--- src/rtl/ocsr_pkg.sv ---
`timescale 1ns / 1ps
// ----------------------------------------------------------------------------
// Octagon span rasterizer package
// Shared widths, types, register indexes and the chamfer table.
// ----------------------------------------------------------------------------
package ocsr_pkg;

  localparam int unsigned MaxRadiusLimit = 64;
  localparam int unsigned CenterW        = 12;
  localparam int unsigned RadiusW        = 7;
  localparam int unsigned ChamferW       = 6;
  localparam int unsigned ColorW         = 16;
  localparam int unsigned PosW           = 10;
  localparam int unsigned SizeW          = 11;
  localparam int unsigned ScreenW        = 11;
  localparam int unsigned CoordW         = 14;
  localparam int unsigned CfgIdxW        = 1;
  localparam int unsigned ChamferNum     = 414;
  localparam int unsigned ChamferDen     = 1000;
  localparam int unsigned ScreenLimit    = 1024;
  localparam int unsigned ScreenWidthRst = 320;
  localparam int unsigned ScreenHeightRst = 240;

  typedef enum logic [CfgIdxW-1:0] {
    CfgScreenWidth  = 1'b0,
    CfgScreenHeight = 1'b1
  } cfg_reg_e;

  typedef struct packed {
    logic [ScreenW-1:0] width;
    logic [ScreenW-1:0] height;
  } screen_t;

  typedef struct packed {
    logic signed [CenterW-1:0] center_x;
    logic signed [CenterW-1:0] center_y;
    logic [RadiusW-1:0]        radius;
    logic [ChamferW-1:0]       chamfer;
    logic [RadiusW-1:0]        half;
    logic [ColorW-1:0]         fill_color;
  } job_t;

  typedef logic [ChamferW-1:0] chamfer_lut_t [0:MaxRadiusLimit];

  // Final chamfer per radius, already held between 1 and radius-1 (0 below radius 2).
  function automatic chamfer_lut_t chamfer_table();
    chamfer_lut_t t;
    int c;
    for (int i = 0; i <= int'(MaxRadiusLimit); i++) begin
      // floor(i * 414 / 1000): largest j with j * 1000 <= i * 414
      c = 0;
      for (int j = 1; j <= i; j++) begin
        if (j * int'(ChamferDen) <= i * int'(ChamferNum)) c = j;
      end
      if (c < 1) c = 1;
      if (c > i - 1) c = i - 1;
      if (c < 0) c = 0;
      t[i] = ChamferW'(c);
    end
    return t;
  endfunction

endpackage

--- src/rtl/ocsr_if.sv ---
`timescale 1ns / 1ps
// ----------------------------------------------------------------------------
// Octagon span rasterizer channels
// Request channel (octagon in) and rectangle channel (spans out).
// ----------------------------------------------------------------------------
interface ocsr_req_if;
  logic                                      valid;
  logic                                      ready;
  logic signed [ocsr_pkg::CenterW-1:0]       center_x;
  logic signed [ocsr_pkg::CenterW-1:0]       center_y;
  logic [ocsr_pkg::RadiusW-1:0]              radius;
  logic [ocsr_pkg::ColorW-1:0]               fill_color;

  modport source (output valid, center_x, center_y, radius, fill_color, input ready);
  modport sink   (input valid, center_x, center_y, radius, fill_color, output ready);
endinterface

interface ocsr_rect_if;
  logic                          valid;
  logic                          ready;
  logic [ocsr_pkg::PosW-1:0]     rect_x;
  logic [ocsr_pkg::PosW-1:0]     rect_y;
  logic [ocsr_pkg::SizeW-1:0]    rect_width;
  logic [ocsr_pkg::SizeW-1:0]    rect_height;
  logic [ocsr_pkg::ColorW-1:0]   rect_color;
  logic                          visible;
  logic                          last_rect;

  modport source (output valid, rect_x, rect_y, rect_width, rect_height, rect_color,
                  visible, last_rect, input ready);
  modport sink   (input valid, rect_x, rect_y, rect_width, rect_height, rect_color,
                  visible, last_rect, output ready);
endinterface

--- src/rtl/ocsr_front.sv ---
`timescale 1ns / 1ps
// ----------------------------------------------------------------------------
// Octagon span rasterizer front end
// Accepts requests, clamps the radius, looks up the chamfer and derives band half.
// ----------------------------------------------------------------------------
module ocsr_front #(
  parameter int unsigned MAX_RADIUS = ocsr_pkg::MaxRadiusLimit
) (
  input  logic               clk_i,
  input  logic               rst_ni,
  ocsr_req_if.sink           req,
  output logic               job_valid_o,
  output ocsr_pkg::job_t     job_o,
  input  logic               job_ready_i
);

  localparam int unsigned RW = ocsr_pkg::RadiusW;
  localparam ocsr_pkg::chamfer_lut_t ChamferLut = ocsr_pkg::chamfer_table();

  logic               valid_q;
  ocsr_pkg::job_t     job_q, job_d;
  logic [RW-1:0]      r_clamp;
  logic [ocsr_pkg::ChamferW-1:0] chamfer;
  logic               take;

  assign req.ready = !valid_q || job_ready_i;
  assign take      = req.valid && req.ready;

  always_comb begin
    if (req.radius == '0) begin
      r_clamp = RW'(1);
    end else if (req.radius > RW'(MAX_RADIUS)) begin
      r_clamp = RW'(MAX_RADIUS);
    end else begin
      r_clamp = req.radius;
    end
    chamfer          = ChamferLut[r_clamp];
    job_d.center_x   = req.center_x;
    job_d.center_y   = req.center_y;
    job_d.radius     = r_clamp;
    job_d.chamfer    = chamfer;
    job_d.half       = r_clamp - RW'(chamfer);
    job_d.fill_color = req.fill_color;
  end

  always_ff @(posedge clk_i or negedge rst_ni) begin
    if (!rst_ni) begin
      valid_q <= 1'b0;
    end else if (req.ready) begin
      valid_q <= req.valid;
    end
  end

  always_ff @(posedge clk_i) begin
    if (take) begin
      job_q <= job_d;
    end
  end

  assign job_valid_o = valid_q;
  assign job_o       = job_q;

endmodule

--- src/rtl/ocsr_fifo.sv ---
`timescale 1ns / 1ps
// ----------------------------------------------------------------------------
// Octagon span rasterizer job queue
// Two-entry queue between front end and span sequencer.
// ----------------------------------------------------------------------------
module ocsr_fifo (
  input  logic            clk_i,
  input  logic            rst_ni,
  input  logic            push_valid_i,
  input  ocsr_pkg::job_t  push_job_i,
  output logic            push_ready_o,
  output logic            pop_valid_o,
  output ocsr_pkg::job_t  pop_job_o,
  input  logic            pop_i
);

  ocsr_pkg::job_t entry_q [0:1];
  logic           wr_ptr_q, rd_ptr_q;
  logic [1:0]     count_q;
  logic           push, pop;

  assign push_ready_o = count_q != 2'd2;
  assign pop_valid_o  = count_q != 2'd0;
  assign push         = push_valid_i && push_ready_o;
  assign pop          = pop_i && pop_valid_o;
  assign pop_job_o    = entry_q[rd_ptr_q];

  always_ff @(posedge clk_i or negedge rst_ni) begin
    if (!rst_ni) begin
      wr_ptr_q <= 1'b0;
      rd_ptr_q <= 1'b0;
      count_q  <= 2'd0;
    end else begin
      if (push) wr_ptr_q <= !wr_ptr_q;
      if (pop)  rd_ptr_q <= !rd_ptr_q;
      if (push && !pop) begin
        count_q <= count_q + 2'd1;
      end else if (pop && !push) begin
        count_q <= count_q - 2'd1;
      end
    end
  end

  always_ff @(posedge clk_i) begin
    if (push) begin
      entry_q[wr_ptr_q] <= push_job_i;
    end
  end

endmodule

--- src/rtl/ocsr_back.sv ---
`timescale 1ns / 1ps
// ----------------------------------------------------------------------------
// Octagon span rasterizer back end
// Steps through the band and chamfer rows of one job, then clips each span.
// ----------------------------------------------------------------------------
module ocsr_back (
  input  logic              clk_i,
  input  logic              rst_ni,
  input  ocsr_pkg::screen_t screen_i,
  input  logic              job_valid_i,
  input  ocsr_pkg::job_t    job_i,
  output logic              job_pop_o,
  ocsr_rect_if.source       rect
);

  localparam int unsigned CW = ocsr_pkg::CoordW;
  localparam int unsigned RW = ocsr_pkg::RadiusW;
  localparam int unsigned KW = ocsr_pkg::ChamferW;

  // Sequencer
  logic [KW-1:0]       k_q, k_d;
  logic                bottom_q, bottom_d;
  logic                en, is_last;
  logic [RW-1:0]       rk;
  logic [RW:0]         hk;
  logic signed [CW-1:0] cx_s, cy_s, gx, gy, gw, gh;

  // Raw span stage
  logic                s1_valid_q;
  logic signed [CW-1:0] s1_x_q, s1_y_q, s1_w_q, s1_h_q;
  logic [ocsr_pkg::ColorW-1:0] s1_color_q;
  logic                s1_last_q;

  // Clip and output stage
  logic signed [CW-1:0] sw_s, sh_s, xl, yl, xe, ye, xr, yr, wc, hc;
  logic                vis;
  logic                out_valid_q;
  logic [ocsr_pkg::PosW-1:0]   out_x_q, out_y_q;
  logic [ocsr_pkg::SizeW-1:0]  out_w_q, out_h_q;
  logic [ocsr_pkg::ColorW-1:0] out_color_q;
  logic                out_vis_q, out_last_q;

  assign en = !out_valid_q || rect.ready;

  always_comb begin
    rk   = (k_q == '0) ? job_i.radius : job_i.radius - RW'(k_q);
    hk   = (RW+1)'(job_i.half) + (RW+1)'(k_q);
    cx_s = CW'(job_i.center_x);
    cy_s = CW'(job_i.center_y);
    gx   = cx_s - $signed(CW'(rk));
    gy   = bottom_q ? cy_s + $signed(CW'(hk)) : cy_s - $signed(CW'(hk));
    if (k_q == '0) begin
      gw = $signed(CW'({job_i.radius, 1'b0}));
      gh = $signed(CW'({job_i.half, 1'b1}));
    end else begin
      gw = $signed(CW'({rk, 1'b1}));
      gh = CW'(1);
    end
    is_last = (k_q == '0) ? (job_i.chamfer == '0) : (bottom_q && k_q == job_i.chamfer);
    // advance: band, then top and bottom row for each chamfer step
    k_d      = k_q;
    bottom_d = bottom_q;
    if (is_last) begin
      k_d      = '0;
      bottom_d = 1'b0;
    end else if (k_q == '0 || bottom_q) begin
      k_d      = k_q + KW'(1);
      bottom_d = 1'b0;
    end else begin
      bottom_d = 1'b1;
    end
  end

  assign job_pop_o = en && job_valid_i && is_last;

  always_ff @(posedge clk_i or negedge rst_ni) begin
    if (!rst_ni) begin
      k_q         <= '0;
      bottom_q    <= 1'b0;
      s1_valid_q  <= 1'b0;
      out_valid_q <= 1'b0;
    end else if (en) begin
      s1_valid_q  <= job_valid_i;
      out_valid_q <= s1_valid_q;
      if (job_valid_i) begin
        k_q      <= k_d;
        bottom_q <= bottom_d;
      end
    end
  end

  always_ff @(posedge clk_i) begin
    if (en && job_valid_i) begin
      s1_x_q     <= gx;
      s1_y_q     <= gy;
      s1_w_q     <= gw;
      s1_h_q     <= gh;
      s1_color_q <= job_i.fill_color;
      s1_last_q  <= is_last;
    end
  end

  // Clip: span runs [max(x,0), min(x+w,screen)).
  always_comb begin
    sw_s = $signed(CW'(screen_i.width));
    sh_s = $signed(CW'(screen_i.height));
    xe   = s1_x_q + s1_w_q;
    ye   = s1_y_q + s1_h_q;
    xl   = (s1_x_q < 0) ? '0 : s1_x_q;
    yl   = (s1_y_q < 0) ? '0 : s1_y_q;
    xr   = (xe > sw_s) ? sw_s : xe;
    yr   = (ye > sh_s) ? sh_s : ye;
    wc   = xr - xl;
    hc   = yr - yl;
    vis  = (s1_w_q > 0) && (s1_h_q > 0) && (s1_x_q < sw_s) && (s1_y_q < sh_s) &&
           (xe > 0) && (ye > 0);
  end

  always_ff @(posedge clk_i) begin
    if (en && s1_valid_q) begin
      out_x_q     <= vis ? xl[ocsr_pkg::PosW-1:0] : '0;
      out_y_q     <= vis ? yl[ocsr_pkg::PosW-1:0] : '0;
      out_w_q     <= vis ? wc[ocsr_pkg::SizeW-1:0] : '0;
      out_h_q     <= vis ? hc[ocsr_pkg::SizeW-1:0] : '0;
      out_color_q <= s1_color_q;
      out_vis_q   <= vis;
      out_last_q  <= s1_last_q;
    end
  end

  assign rect.valid       = out_valid_q;
  assign rect.rect_x      = out_x_q;
  assign rect.rect_y      = out_y_q;
  assign rect.rect_width  = out_w_q;
  assign rect.rect_height = out_h_q;
  assign rect.rect_color  = out_color_q;
  assign rect.visible     = out_vis_q;
  assign rect.last_rect   = out_last_q;

endmodule

--- src/rtl/octagon_span_rasterizer.sv ---
`timescale 1ns / 1ps
// ----------------------------------------------------------------------------
// Octagon span rasterizer
// Turns one filled octagon request into the clipped screen spans that paint it.
// ----------------------------------------------------------------------------
//
//  channel   direction  carries                                   handshake
//  req_i     in         center_x, center_y, radius, fill_color    valid/ready
//  rect_o    out        rect_x/y, rect_width/height, rect_color,  valid/ready
//                       visible, last_rect
//  cfg       in         cfg_idx_i, cfg_data_i                      cfg_we_i
//
// One request gives 1+2c spans (c = chamfer, up to 26 at radius 64), one span
// per cycle from the span sequencer unless rect_o stalls; a taken request
// passes the front-end register, queue, raw span and output stages in turn.
// The front end and a two-entry queue take the next requests while spans of
// the current one are still going out. A stall on rect_o freezes the span
// pipeline in place; reset clears the queue and sequencer and loads the
// screen size registers with 320 x 240.
// ----------------------------------------------------------------------------
module octagon_span_rasterizer #(
  parameter int unsigned MAX_RADIUS = ocsr_pkg::MaxRadiusLimit
) (
  input  logic                             clk_i,
  input  logic                             rst_ni,
  ocsr_req_if.sink                         req_i,
  ocsr_rect_if.source                      rect_o,
  input  logic                             cfg_we_i,
  input  logic [ocsr_pkg::CfgIdxW-1:0]     cfg_idx_i,
  input  logic [ocsr_pkg::ScreenW-1:0]     cfg_data_i
);

  localparam int unsigned SW = ocsr_pkg::ScreenW;

  ocsr_pkg::screen_t screen_q;
  logic [SW-1:0]     cfg_clamped;
  logic              front_valid, front_ready;
  ocsr_pkg::job_t    front_job;
  logic              job_valid, job_pop;
  ocsr_pkg::job_t    job;

  // Hold screen size already clamped to 1..1024 so the clip stage sees it ready.
  always_comb begin
    if (cfg_data_i == '0) begin
      cfg_clamped = SW'(1);
    end else if (cfg_data_i > SW'(ocsr_pkg::ScreenLimit)) begin
      cfg_clamped = SW'(ocsr_pkg::ScreenLimit);
    end else begin
      cfg_clamped = cfg_data_i;
    end
  end

  always_ff @(posedge clk_i or negedge rst_ni) begin
    if (!rst_ni) begin
      screen_q.width  <= SW'(ocsr_pkg::ScreenWidthRst);
      screen_q.height <= SW'(ocsr_pkg::ScreenHeightRst);
    end else if (cfg_we_i) begin
      case (ocsr_pkg::cfg_reg_e'(cfg_idx_i))
        ocsr_pkg::CfgScreenWidth:  screen_q.width  <= cfg_clamped;
        ocsr_pkg::CfgScreenHeight: screen_q.height <= cfg_clamped;
        default: ;
      endcase
    end
  end

  // Front end: clamp radius, look up chamfer, register one request.
  ocsr_front #(
    .MAX_RADIUS (MAX_RADIUS)
  ) u_front (
    .clk_i       (clk_i),
    .rst_ni      (rst_ni),
    .req         (req_i),
    .job_valid_o (front_valid),
    .job_o       (front_job),
    .job_ready_i (front_ready)
  );

  // Decouple request intake from span output.
  ocsr_fifo u_fifo (
    .clk_i        (clk_i),
    .rst_ni       (rst_ni),
    .push_valid_i (front_valid),
    .push_job_i   (front_job),
    .push_ready_o (front_ready),
    .pop_valid_o  (job_valid),
    .pop_job_o    (job),
    .pop_i        (job_pop)
  );

  // Back end: walk band and chamfer rows, clip, drive the rectangle channel.
  ocsr_back u_back (
    .clk_i       (clk_i),
    .rst_ni      (rst_ni),
    .screen_i    (screen_q),
    .job_valid_i (job_valid),
    .job_i       (job),
    .job_pop_o   (job_pop),
    .rect        (rect_o)
  );

endmodule

--- src/flat_wrapper.sv ---
// flat-port wrapper written by rule: the top's interface ports become plain ports
module octagon_span_rasterizer_flat 
#(
  parameter int unsigned MAX_RADIUS = ocsr_pkg::MaxRadiusLimit
)
  (clk_i, rst_ni, cfg_we_i, cfg_idx_i, cfg_data_i, req_i_valid, req_i_center_x, req_i_center_y, req_i_radius, req_i_fill_color, req_i_ready, rect_o_valid, rect_o_rect_x, rect_o_rect_y, rect_o_rect_width, rect_o_rect_height, rect_o_rect_color, rect_o_visible, rect_o_last_rect, rect_o_ready);
  ocsr_req_if req_i_i ();
  ocsr_rect_if rect_o_i ();
  input  logic clk_i;
  input  logic rst_ni;
  input  logic cfg_we_i;
  input  logic [ocsr_pkg::CfgIdxW-1:0] cfg_idx_i;
  input  logic [ocsr_pkg::ScreenW-1:0] cfg_data_i;
  input wire logic [$bits(req_i_i.valid)-1:0] req_i_valid;
  input wire logic [$bits(req_i_i.center_x)-1:0] req_i_center_x;
  input wire logic [$bits(req_i_i.center_y)-1:0] req_i_center_y;
  input wire logic [$bits(req_i_i.radius)-1:0] req_i_radius;
  input wire logic [$bits(req_i_i.fill_color)-1:0] req_i_fill_color;
  output wire logic [$bits(req_i_i.ready)-1:0] req_i_ready;
  output wire logic [$bits(rect_o_i.valid)-1:0] rect_o_valid;
  output wire logic [$bits(rect_o_i.rect_x)-1:0] rect_o_rect_x;
  output wire logic [$bits(rect_o_i.rect_y)-1:0] rect_o_rect_y;
  output wire logic [$bits(rect_o_i.rect_width)-1:0] rect_o_rect_width;
  output wire logic [$bits(rect_o_i.rect_height)-1:0] rect_o_rect_height;
  output wire logic [$bits(rect_o_i.rect_color)-1:0] rect_o_rect_color;
  output wire logic [$bits(rect_o_i.visible)-1:0] rect_o_visible;
  output wire logic [$bits(rect_o_i.last_rect)-1:0] rect_o_last_rect;
  input wire logic [$bits(rect_o_i.ready)-1:0] rect_o_ready;
  assign req_i_i.valid = req_i_valid;
  assign req_i_i.center_x = req_i_center_x;
  assign req_i_i.center_y = req_i_center_y;
  assign req_i_i.radius = req_i_radius;
  assign req_i_i.fill_color = req_i_fill_color;
  assign req_i_ready = req_i_i.ready;
  assign rect_o_valid = rect_o_i.valid;
  assign rect_o_rect_x = rect_o_i.rect_x;
  assign rect_o_rect_y = rect_o_i.rect_y;
  assign rect_o_rect_width = rect_o_i.rect_width;
  assign rect_o_rect_height = rect_o_i.rect_height;
  assign rect_o_rect_color = rect_o_i.rect_color;
  assign rect_o_visible = rect_o_i.visible;
  assign rect_o_last_rect = rect_o_i.last_rect;
  assign rect_o_i.ready = rect_o_ready;
  octagon_span_rasterizer #(.MAX_RADIUS(MAX_RADIUS)) u_core (.clk_i(clk_i), .rst_ni(rst_ni), .req_i(req_i_i), .rect_o(rect_o_i), .cfg_we_i(cfg_we_i), .cfg_idx_i(cfg_idx_i), .cfg_data_i(cfg_data_i));
endmodule
--- config.mk ---
export PLATFORM = sky130hd
export DESIGN_NAME = octagon_span_rasterizer_flat
export DESIGN_NICKNAME = d
export VERILOG_FILES = /design/src/rtl/ocsr_pkg.sv /design/src/rtl/ocsr_if.sv /design/src/rtl/ocsr_front.sv /design/src/rtl/ocsr_fifo.sv /design/src/rtl/ocsr_back.sv /design/src/rtl/octagon_span_rasterizer.sv /design/src/flat_wrapper.sv
export SDC_FILE = /design/constraint.sdc
export NUM_CORES = 1
export LEC_CHECK = 0
export ABC_AREA = 1
export ABC_CLOCK_PERIOD_IN_PS = 5410
export BUFFER_PORTS_ARGS = -buffer_cell sky130_fd_sc_hd__buf_2
export CAP_MARGIN = 20
export CORE_ASPECT_RATIO = 0.7
export CORE_MARGIN = 4
export CORE_UTILIZATION = 60
export DETAILED_ROUTE_END_ITERATION = 8
export GPL_TIMING_DRIVEN = 0
export PLACE_DENSITY = 0.83
export SKIP_LAST_GASP = 1
export SLEW_MARGIN = 10
export SYNTH_ARGS = -nofsm -noshare
export SYNTH_HDL_FRONTEND = slang
export SYNTH_HIERARCHICAL = 1
export SYNTH_SLANG_ARGS = --single-unit
--- constraint.sdc ---
create_clock -name clk_i -period 5.41 [get_ports clk_i]
set_clock_uncertainty 0.05 [all_clocks]
set_input_delay 0.541 -clock clk_i [delete_from_list [all_inputs] [get_ports clk_i]]
set_output_delay 0.541 -clock clk_i [all_outputs]
set_load 0.01 [all_outputs]
== Word-level counts from Yosys, hierarchy flattened ==
Memories as Yosys holds them, arrays and structs flattened.
Cells that the tools add are included.
Word-level totals
  register bits after elaboration: 216
  RAM bits: 120
  memory bits (read-only): 768
  output and inout port bits: 62
  logic and storage cells: 118
  memories kept: 2
Operators by class
  add/sub/neg operators: 13
  $lt $le $gt $ge: 13
  equality and inequality tests: 2
  multiplexer cells: 22
  bitwise operators: 2
  reductions and logical operators: 34
Memory list
  (name not given): depth 128, width 6, read ports 1, clocked after memory_dff 0, write ports 0, RTL line ocsr_front.sv:37  | chamfer = ChamferLut[r_clamp];
  u_core.u_fifo.entry_q: depth 2, width 60, read ports 1, clocked after memory_dff 0, write ports 1, RTL line ocsr_fifo.sv:17  | ocsr_pkg::job_t entry_q [0:1];
Operator list (number)
  11-bit two-way mux: 6
  14-bit by 1-bit greater-than comparator with 1-bit output, second input constant: 2
  14-bit by 12-bit greater-than comparator with 1-bit output: 2
  6-bit two-way mux: 4
  11-bit subtractor: 2
  7-bit two-way mux: 3
  8-bit by 1-bit greater-than comparator with 1-bit output, second input constant: 2
  13-bit by 9-bit adder with 14-bit output: 1
  14-bit by 9-bit adder with 14-bit output: 1
  1-bit logical AND: 14
  14-bit by 1-bit less-than comparator with 1-bit output, second input constant: 1
  14-bit by 12-bit less-than comparator with 1-bit output: 1
  14-bit two-way mux: 1
  7-bit by 6-bit subtractor with 7-bit output: 2
  12-bit by 9-bit adder with 13-bit output: 1
  13-bit by 1-bit less-than comparator with 1-bit output, second input constant: 1
  13-bit by 12-bit less-than comparator with 1-bit output: 1
  12-bit by 8-bit subtractor with 13-bit output: 1
  12-bit by 9-bit subtractor with 13-bit output: 1
  6-bit zero test: 2
  11-bit greater-than comparator, second input constant: 1
  11-bit zero test: 1
  7-bit by 6-bit adder with 8-bit output: 1
  8-bit >= comparator, second input constant: 1
  other kinds (17): 33

== Depth between registers and ports, before layout ==
Gate-level depths: netlist of run 1.
An unclocked memory read counts as a cell.
  depth after elaboration: 9
  depth in mapped cells: 31

== Hierarchy ==
Netlist of run 1, hierarchy kept.
By module, submodules not included
  ocsr_back: instances 1, cells an instance 1100, area an instance 9461.6 µm², seq. area each 3768.6 µm²
  ocsr_fifo: instances 1, cells an instance 342, area an instance 4700.8 µm², seq. area each 3703.6 µm²
  ocsr_front: instances 1, cells an instance 207, area an instance 2635.0 µm², seq. area each 1796.7 µm²
  octagon_span_rasterizer: instances 1, cells an instance 114, area an instance 960.9 µm², seq. area each 558.0 µm²

== Worst setup path before layout of run 1 ==
OpenSTA, ideal clock, no wires.
  path kind: register to register
  start point: register u_core.u_back.s1_x_q[0]
  end point: register u_core.u_back.out_w_q (netlist bit u_core/u_back/rect.rect_width[9]), data pin
  data arrival time: 3995 ps
  data required time: 5107 ps
  slack: 1113 ps
  cell stages (with the launch flop): 28
  buffers on the path: 1
  period minus slack after synthesis: 4297 ps
  cells stage by stage: edfxtp_1 -> ha_1 -> inv_1 -> fa_1 -> o21ai_2 -> nand2_1 -> nand2_2 -> xor2_1 -> inv_1 -> ha_1 -> nand4_1 -> inv_1 -> nand2_1 -> nor4_1 -> nand4_1 -> nand3_1 -> clkbuf_2 -> o21ai_0 -> ha_1 -> a21oi_1 -> o21ai_0 -> a21oi_1 -> o21ai_0 -> a21oi_1 -> o21bai_1 -> xor2_1 -> inv_1 -> nor2_1
On the way
  longest elaborated chain between the ends: 5
Ends and longest elaborated chain
  start, declared: RTL line ocsr_back.sv:30  | logic signed [CW-1:0] s1_x_q, s1_y_q, s1_w_q, s1_h_q;
  start signal, assigned: RTL line ocsr_back.sv:94  | s1_x_q <= gx;
  parallel branches: the longest is 5 deep, another holds 13-bit by 9-bit adder with 14-bit output
  end signal, assigned: RTL line ocsr_back.sv:123  | out_w_q <= vis ? wc[ocsr_pkg::SizeW-1:0] : '0;
  end, declared: RTL line ocsr_back.sv:39  | logic [ocsr_pkg::SizeW-1:0] out_w_q, out_h_q;
Parallel ways; which one is timed is not known.
A chain may end at the register's enable or synchronous reset.

== Final worst setup path of run 1 ==
  start point: register u_core.u_back.s1_y_q[4]
  end point: register u_core.u_back.out_h_q (netlist bit u_core/u_back/rect.rect_height[9]), data pin
On the way
  longest elaborated chain between the ends: 4
Ends and longest elaborated chain
  start, declared: RTL line ocsr_back.sv:30
  start signal, assigned: RTL line ocsr_back.sv:95  | s1_y_q <= gy;
  14-bit by 9-bit adder with 14-bit output / 14-bit by 12-bit less-than comparator with 1-bit output (equally long branches): RTL line ocsr_back.sv:108, ocsr_back.sv:115
  14-bit by 12-bit greater-than comparator with 1-bit output / 1-bit logical AND (equally long branches): RTL line ocsr_back.sv:112, ocsr_back.sv:115
  11-bit two-way mux / 1-bit logical AND (equally long branches): RTL line ocsr_back.sv:112, ocsr_back.sv:115
  11-bit subtractor / 1-bit logical AND (equally long branches): RTL line ocsr_back.sv:114, ocsr_back.sv:116
  end signal, assigned: RTL line ocsr_back.sv:124  | out_h_q <= vis ? hc[ocsr_pkg::SizeW-1:0] : '0;
  end, declared: RTL line ocsr_back.sv:39
Parallel ways exist; a longest one is shown, timed or not.

==> reports/metrics.yaml, run 1 <==
outcome:
  status: "completed"
sta:
  tightest_slew_ns: 0.913
  fin_setup_tns_ns: 0
  min_period_over_period_pct: 96.3
  setup_viol: 0
  slew_viol_final: 0
  max_freq_mhz: 192
  min_period_ns: 5.21
  rsz0062_at_grt: "true"
  relSlewSlack_pct: 39.1
  finalHoldViolations: 0
  hold_slack_ns: 0.0836
worst_setup_path:
  reg2reg_depth: 30
  crit_required_ns: 5.74
  slowest_stage: "edfxtp_1"
  path_class: "reg -> reg"
  cp-end-kind: "flip-flop"
  start_kind: "flip-flop"
  cp.arrival_ns: 5.54
  cp_common_cell: "nand2_1"
  critPathMaxFanout: 10
  max_stage_delay_ns: 0.52
finish:
  stdcell_count: 2341
  n_antenna_cell: 0
  n_fill_cell: 2065
  area_growth_pct: 14.0
  finalNetCount: 2134
  final_util_pct: 69.7
  drive_above_1_share_pct: 15.9
synthesis:
  syn-num-nets: 1958
  synth_ff_type: "edfxtp_1"
  yosys.cell_count.top_type: "nand2_1"
  yosysTopAreaCell: "edfxtp_1"
  synthTopCellsByCount: "nand2_1, edfxtp_1, inv_1"
  synthesis.area_um2: 17800
  ys_top_cells_by_area: "edfxtp_1, nand2_1, ha_1"
  async_flop_share_pct: 10.8
  ys_seq_elements: 333
  synth_cell_types: 55
  yosys.area.top_type_share_pct: 50.2
  yosysSeqAreaShare_pct: 55.3
  synth_edf_count: 297
  synthCells: 1763
  synth.avg_cell_area_um2: 10.1
  yosysWarnings: 6
global_routing:
  track_usage_pct: 24.5
  overflow: 0
  grt_pass1_wl_mm: 63.8
  antenna_found_initial: 0
  first_global_vias: 12687
  grt_max_degree: 39
route:
  wl_per_cell_um: 17.1
  via_per_inst: 5.49
  wl_mm: 40.0
  vias: 12846
  first_pass_iters: 8
  drtIter0Drc: 1115
  ant_nets: 0
  drc: 0
placed_design:
  gp_congestion: 0.994
  port-buffer-count: 124
  dp_cells: 2274
  hpwl_mm: 30.4
clock_network:
  cts-root-buf: "clkbuf_16"
  cts.path.max_buffers: 3
  cts_tree: "yes"
  path_clk_slew_ns: 0.06
  clk_latency_ns: 0.52
  cts.sinks: 333
  cts_inserted_buffers: 34
  cts.htree.levels: 2
floorplanning:
  coreArea_um2: 29000
  die-area_um2: 32500
  io_pins: 126
  rows: 52
  initial_core_util_pct: 61.2
  fp.dieH_um: 152
  fp.dieW_um: 214
worst_hold_path:
  hp-class: "in -> async"
flow_run:
  cap_violations: 0
registers in the layout, summed over array words and instances (netlist names), 2 cells and up:
| name | flops |
|---|---|
| u_core/screen_q | 22 |
| u_core/u_back/k_q | 6 |
| u_core/u_back/rect.rect_color | 16 |
| u_core/u_back/rect.rect_height | 11 |
| u_core/u_back/rect.rect_width | 11 |
| u_core/u_back/rect.rect_x | 10 |
| u_core/u_back/rect.rect_y | 10 |
| u_core/u_back/s1_color_q | 16 |
| u_core/u_back/s1_h_q | 7 |
| u_core/u_back/s1_w_q | 8 |
| u_core/u_back/s1_x_q | 13 |
| u_core/u_back/s1_y_q | 13 |
| u_core/u_fifo/count_q | 2 |
| u_core/u_fifo/entry_q | 120 |
| u_core/u_front/job_o | 59 |
metrics by stage:
step	cell area, um^2	worst slack [ns]
5_1_grt	20200	-0.0583
4_1_cts	20100	0.0512
3_3_place_gp	18900	-0.176
2_1_floorplan	17800	1.11
3_5_place_dp	19100	0.105
6_report	20200	0.200
layout by cell type, fill, tap and decap left out, types with 13 or more instances in the layout:
cell / count
a21oi_1: 76
xor2_1: 47
nor2_1: 137
nor3_1: 20
nand2_1: 466
xnor2_1: 19
nand4_1: 22
o21ai_0: 50
buf_2: 126
ha_1: 123
inv_1: 199
nand3_1: 75
edfxtp_1: 297
nand2_2: 31
dfrtp_1: 30
inv_2: 13
nor2_4: 14
clkbuf_16: 34
o21ai_1: 18
buf_4: 17
final cells by class:
| class | instances | area (um^2) | share of cell area [%] |
|---|---|---|---|
| Timing Repair Buffer | 140 | 868 | 4.29 |
| Sequential cell | 333 | 9830 | 48.6 |
| Tap cell | 378 | 473 | 2.34 |
| Multi-Input combinational cell | 1183 | 6910 | 34.1 |
| Clock inverter | 22 | 190 | 0.940 |
| Buffer | 30 | 279 | 1.38 |
| Clock buffer | 38 | 866 | 4.28 |
| Inverter | 217 | 827 | 4.09 |
final timing paths:
| path | start | slack (ns) | endpoint |
|---|---|---|---|
| setup / recovery | u_core/u_back/s1_y_q[4] | 0.20 | u_core/u_back/rect.rect_height[9] |
| setup reg to reg | u_core/u_back/s1_y_q[4] | 0.20 | u_core/u_back/rect.rect_height[9] |
| max in group asynchronous | rst_ni | 4.62 | u_core/u_back/s1_valid_q |
| min in group clk_i | req_i_center_x[2] | 0.14 | u_core/u_front/job_o[50] |
| hold reg to reg | u_core/u_back/s1_color_q[10] | 0.37 | u_core/u_back/rect.rect_color[10] |
| hold / removal | rst_ni | 0.08 | u_core/u_front/job_valid_o |
timing repair:
item | 4_1_cts | 5_1_grt
setup buffers | 0 | 7
hold buffers | 0 | 0
setup endpoints to repair | 0 | 9
resized for setup | 0 | 14
worst max-delay path, delay by kind of cell, from the launching register on:
family | cells | cell delay (ns)
compound gates | 6 | 1.05
xor+xnor | 1 | 0.15
simple gates | 15 | 1.64
flops | 1 | 0.52
buf+inv | 5 | 0.53
fa+ha+maj | 3 | 1.11
routing by layer:
metal	part of all wire (%)	GRT usage, %
met5	0	0
met1	43	34.4
met2	47	39.2
met3	7.5	4.55
met4	2.8	7.49
kinds of logic (layout without fill, tap and decap cells):
| kind of cell | count (synthesis) | count (layout) | synth area share (%) |
|---|---|---|---|
| AOI/OAI and AO/OA | 187 | 187 | 5.90 |
| xor gates and xnor gates | 68 | 68 | 3.44 |
| adders and majority gates | 131 | 131 | 9.57 |
| buffers and inverters | 247 | 447 | 6.20 |
| DFF | 333 | 333 | 55.3 |
| other | 1 | 1 | 0.0211 |
| and+or+nand+nor | 796 | 796 | 19.5 |
Power of run 1 is not shown: default switching activity piles up to over one toggle a cycle in this logic, so the estimate is an artifact.
==> inputs of run 2 (changes only) <==
ABC_CLOCK_PERIOD_IN_PS = not set   (was 5410)
BUFFER_PORTS_ARGS = -buffer_cell sky130_fd_sc_hd__buf_4   (was -buffer_cell sky130_fd_sc_hd__buf_2)
CORE_ASPECT_RATIO = not set   (was 0.7)
==> reports/metrics.yaml, run 2 (synthesized netlist as in run 1, its figures left out) <==
outcome:
  status: "completed"
floorplanning:
  initial_core_util_pct: 61.4
  io_pins: 126
  die-area_um2: 32400
  fp.dieH_um: 180
  fp.dieW_um: 180
  coreArea_um2: 28900
  rows: 62
route:
  drc: 0
  vias: 12771
  drtIter0Drc: 872
  wl_per_cell_um: 15.7
  via_per_inst: 5.44
  wl_mm: 36.9
  ant_nets: 0
  first_pass_iters: 8
finish:
  fin_area_um2: 20600
  drive_above_1_share_pct: 15.8
  finalNetCount: 2131
  largest_reg_flops: 120
  area_growth_pct: 16.0
  largest-register: "u_core/u_fifo/entry_q"
  final_common_cell: "nand2_1"
  n_fill_cell: 1960
  n_antenna_cell: 0
  final_util_pct: 71.2
  mostFrequentLayoutCells: "nand2_1, edfxtp_1, inv_1"
sta:
  slew_viol_final: 0
  max_freq_mhz: 201
  relSlewSlack_pct: 51.8
  min_period_ns: 4.97
  hold_slack_ns: 0.126
  rsz0062_at_grt: "false"
  min_period_over_period_pct: 91.9
  tightest_slew_ns: 0.721
  finalHoldViolations: 0
  setup_viol: 0
placed_design:
  gp_congestion: 0.923
  placed_cell_area_um2: 19400
  hpwl_mm: 27.5
  port-buffer-count: 124
global_routing:
  grt_pass1_wl_mm: 60.3
  overflow: 0
  track_usage_pct: 22.4
  antenna_found_initial: 0
  first_global_vias: 12743
  grt_max_degree: 39
clock_network:
  cts.sinks: 333
  clk_latency_ns: 0.54
  cts_inserted_buffers: 34
  cts_tree: "yes"
  cts.path.max_buffers: 3
  path_clk_slew_ns: 0.06
  cts.htree.levels: 2
  cts-root-buf: "clkbuf_16"
worst_setup_path:
  cp_common_cell: "nand2_1"
  crit_start: "u_core/u_back/s1_w_q[0]"
  path_class: "reg -> reg"
  critPathMaxFanout: 10
  start_kind: "flip-flop"
  slowest_stage: "fa_1"
  crit_required_ns: 5.64
  cp.arrival_ns: 5.20
  cp-end-kind: "flip-flop"
  max_stage_delay_ns: 0.41
  r2r_start: "u_core/u_back/s1_w_q[0]"
worst_hold_path:
  hp-class: "in -> reg"
  holdCritStartpoint: "req_i_fill_color[8]"
flow_run:
  cap_violations: 0
==> run 2: cell types whose count changed in the layout (fill, tap and decap cells not counted), moves of 3 or more <==
cell | before | now
buf_2 | 126 | 4
buf_4 | 17 | 137
clkbuf_8 | 1 | 7
clkbuf_1 | 8 | 13
clkinv_1 | 9 | 4
buf_12 | 10 | 7
buf_16 | 2 | 5
==> run 2: path summary, 6_finish.rpt <==
path / to / slack (ns) / depth (start not counted)
hold reg to reg: u_core/u_back/rect.rect_color[13] / 0.37 / 0
setup reg to reg: u_core/u_back/rect.rect_width[9] / 0.44 / 28
hold / removal: u_core/u_front/job_o[8] / 0.13 / 1
max in group asynchronous: u_core/screen_q[17] / 4.45 / 2
setup / recovery: u_core/u_back/rect.rect_width[9] / 0.44 / 28
min in group asynchronous: u_core/screen_q[20] / 0.49 / 2
==> run 2: critical path: cells and delay by family, from the launching register on <==
family                   cells  cell delay, ns
XOR/XNOR                     2            0.34
adder cells (fa/ha/maj)      4            1.25
flip-flops                   1            0.36
AND/OR/NAND/NOR              9            0.77
buffers and inverters        4            0.48
AO/OA/AOI/OAI                9            1.47
==> run 2: layer usage <==
layer  up-vias  share of wire [%]  GRT usage [%]
li1       6269                  -              -
met1      5935                 40           27.7
met2       473                 49           39.4
met3        94                6.0           3.61
met4         0                4.2           9.62
met5         -                  0              0
==> run 2: cell type report <==
type                            instances  area [um^2]  area share (%)
Inverter                              217          827            4.01
Clock buffer                           49          967            4.70
Clock inverter                         13          146           0.711
Sequential cell                       333         9830            47.7
Buffer                                 30          274            1.33
Timing Repair Buffer                  137         1180            5.73
Multi-Input combinational cell       1183         6900            33.5
Tap cell                              384          480            2.33
==> run 2: repair_timing <==
item / 4_1_cts / 5_1_grt
resized for setup: 0 / 9
buffers inserted: 0 / 3
endpoints found under the hold margin: 30 / 0
hold buffers: 1 / 0
endpoints found under the setup margin: 0 / 5
==> run 2: metrics by stage <==
| step | setup TNS [ns] | worst slack, ns | std cells |
|---|---|---|---|
| 6_report | 0 | 0.439 | 2346 |
| 5_1_grt | 0 | 0.00347 | 2346 |
| 4_1_cts | 0 | 0.232 | 2343 |
| 2_1_floorplan | 0 | 1.11 | 1763 |
| 3_5_place_dp | 0 | 0.249 | 2280 |
| 3_3_place_gp | -0.308 | -0.0112 | 2271 |
Power of run 2 is left out for the same reason.
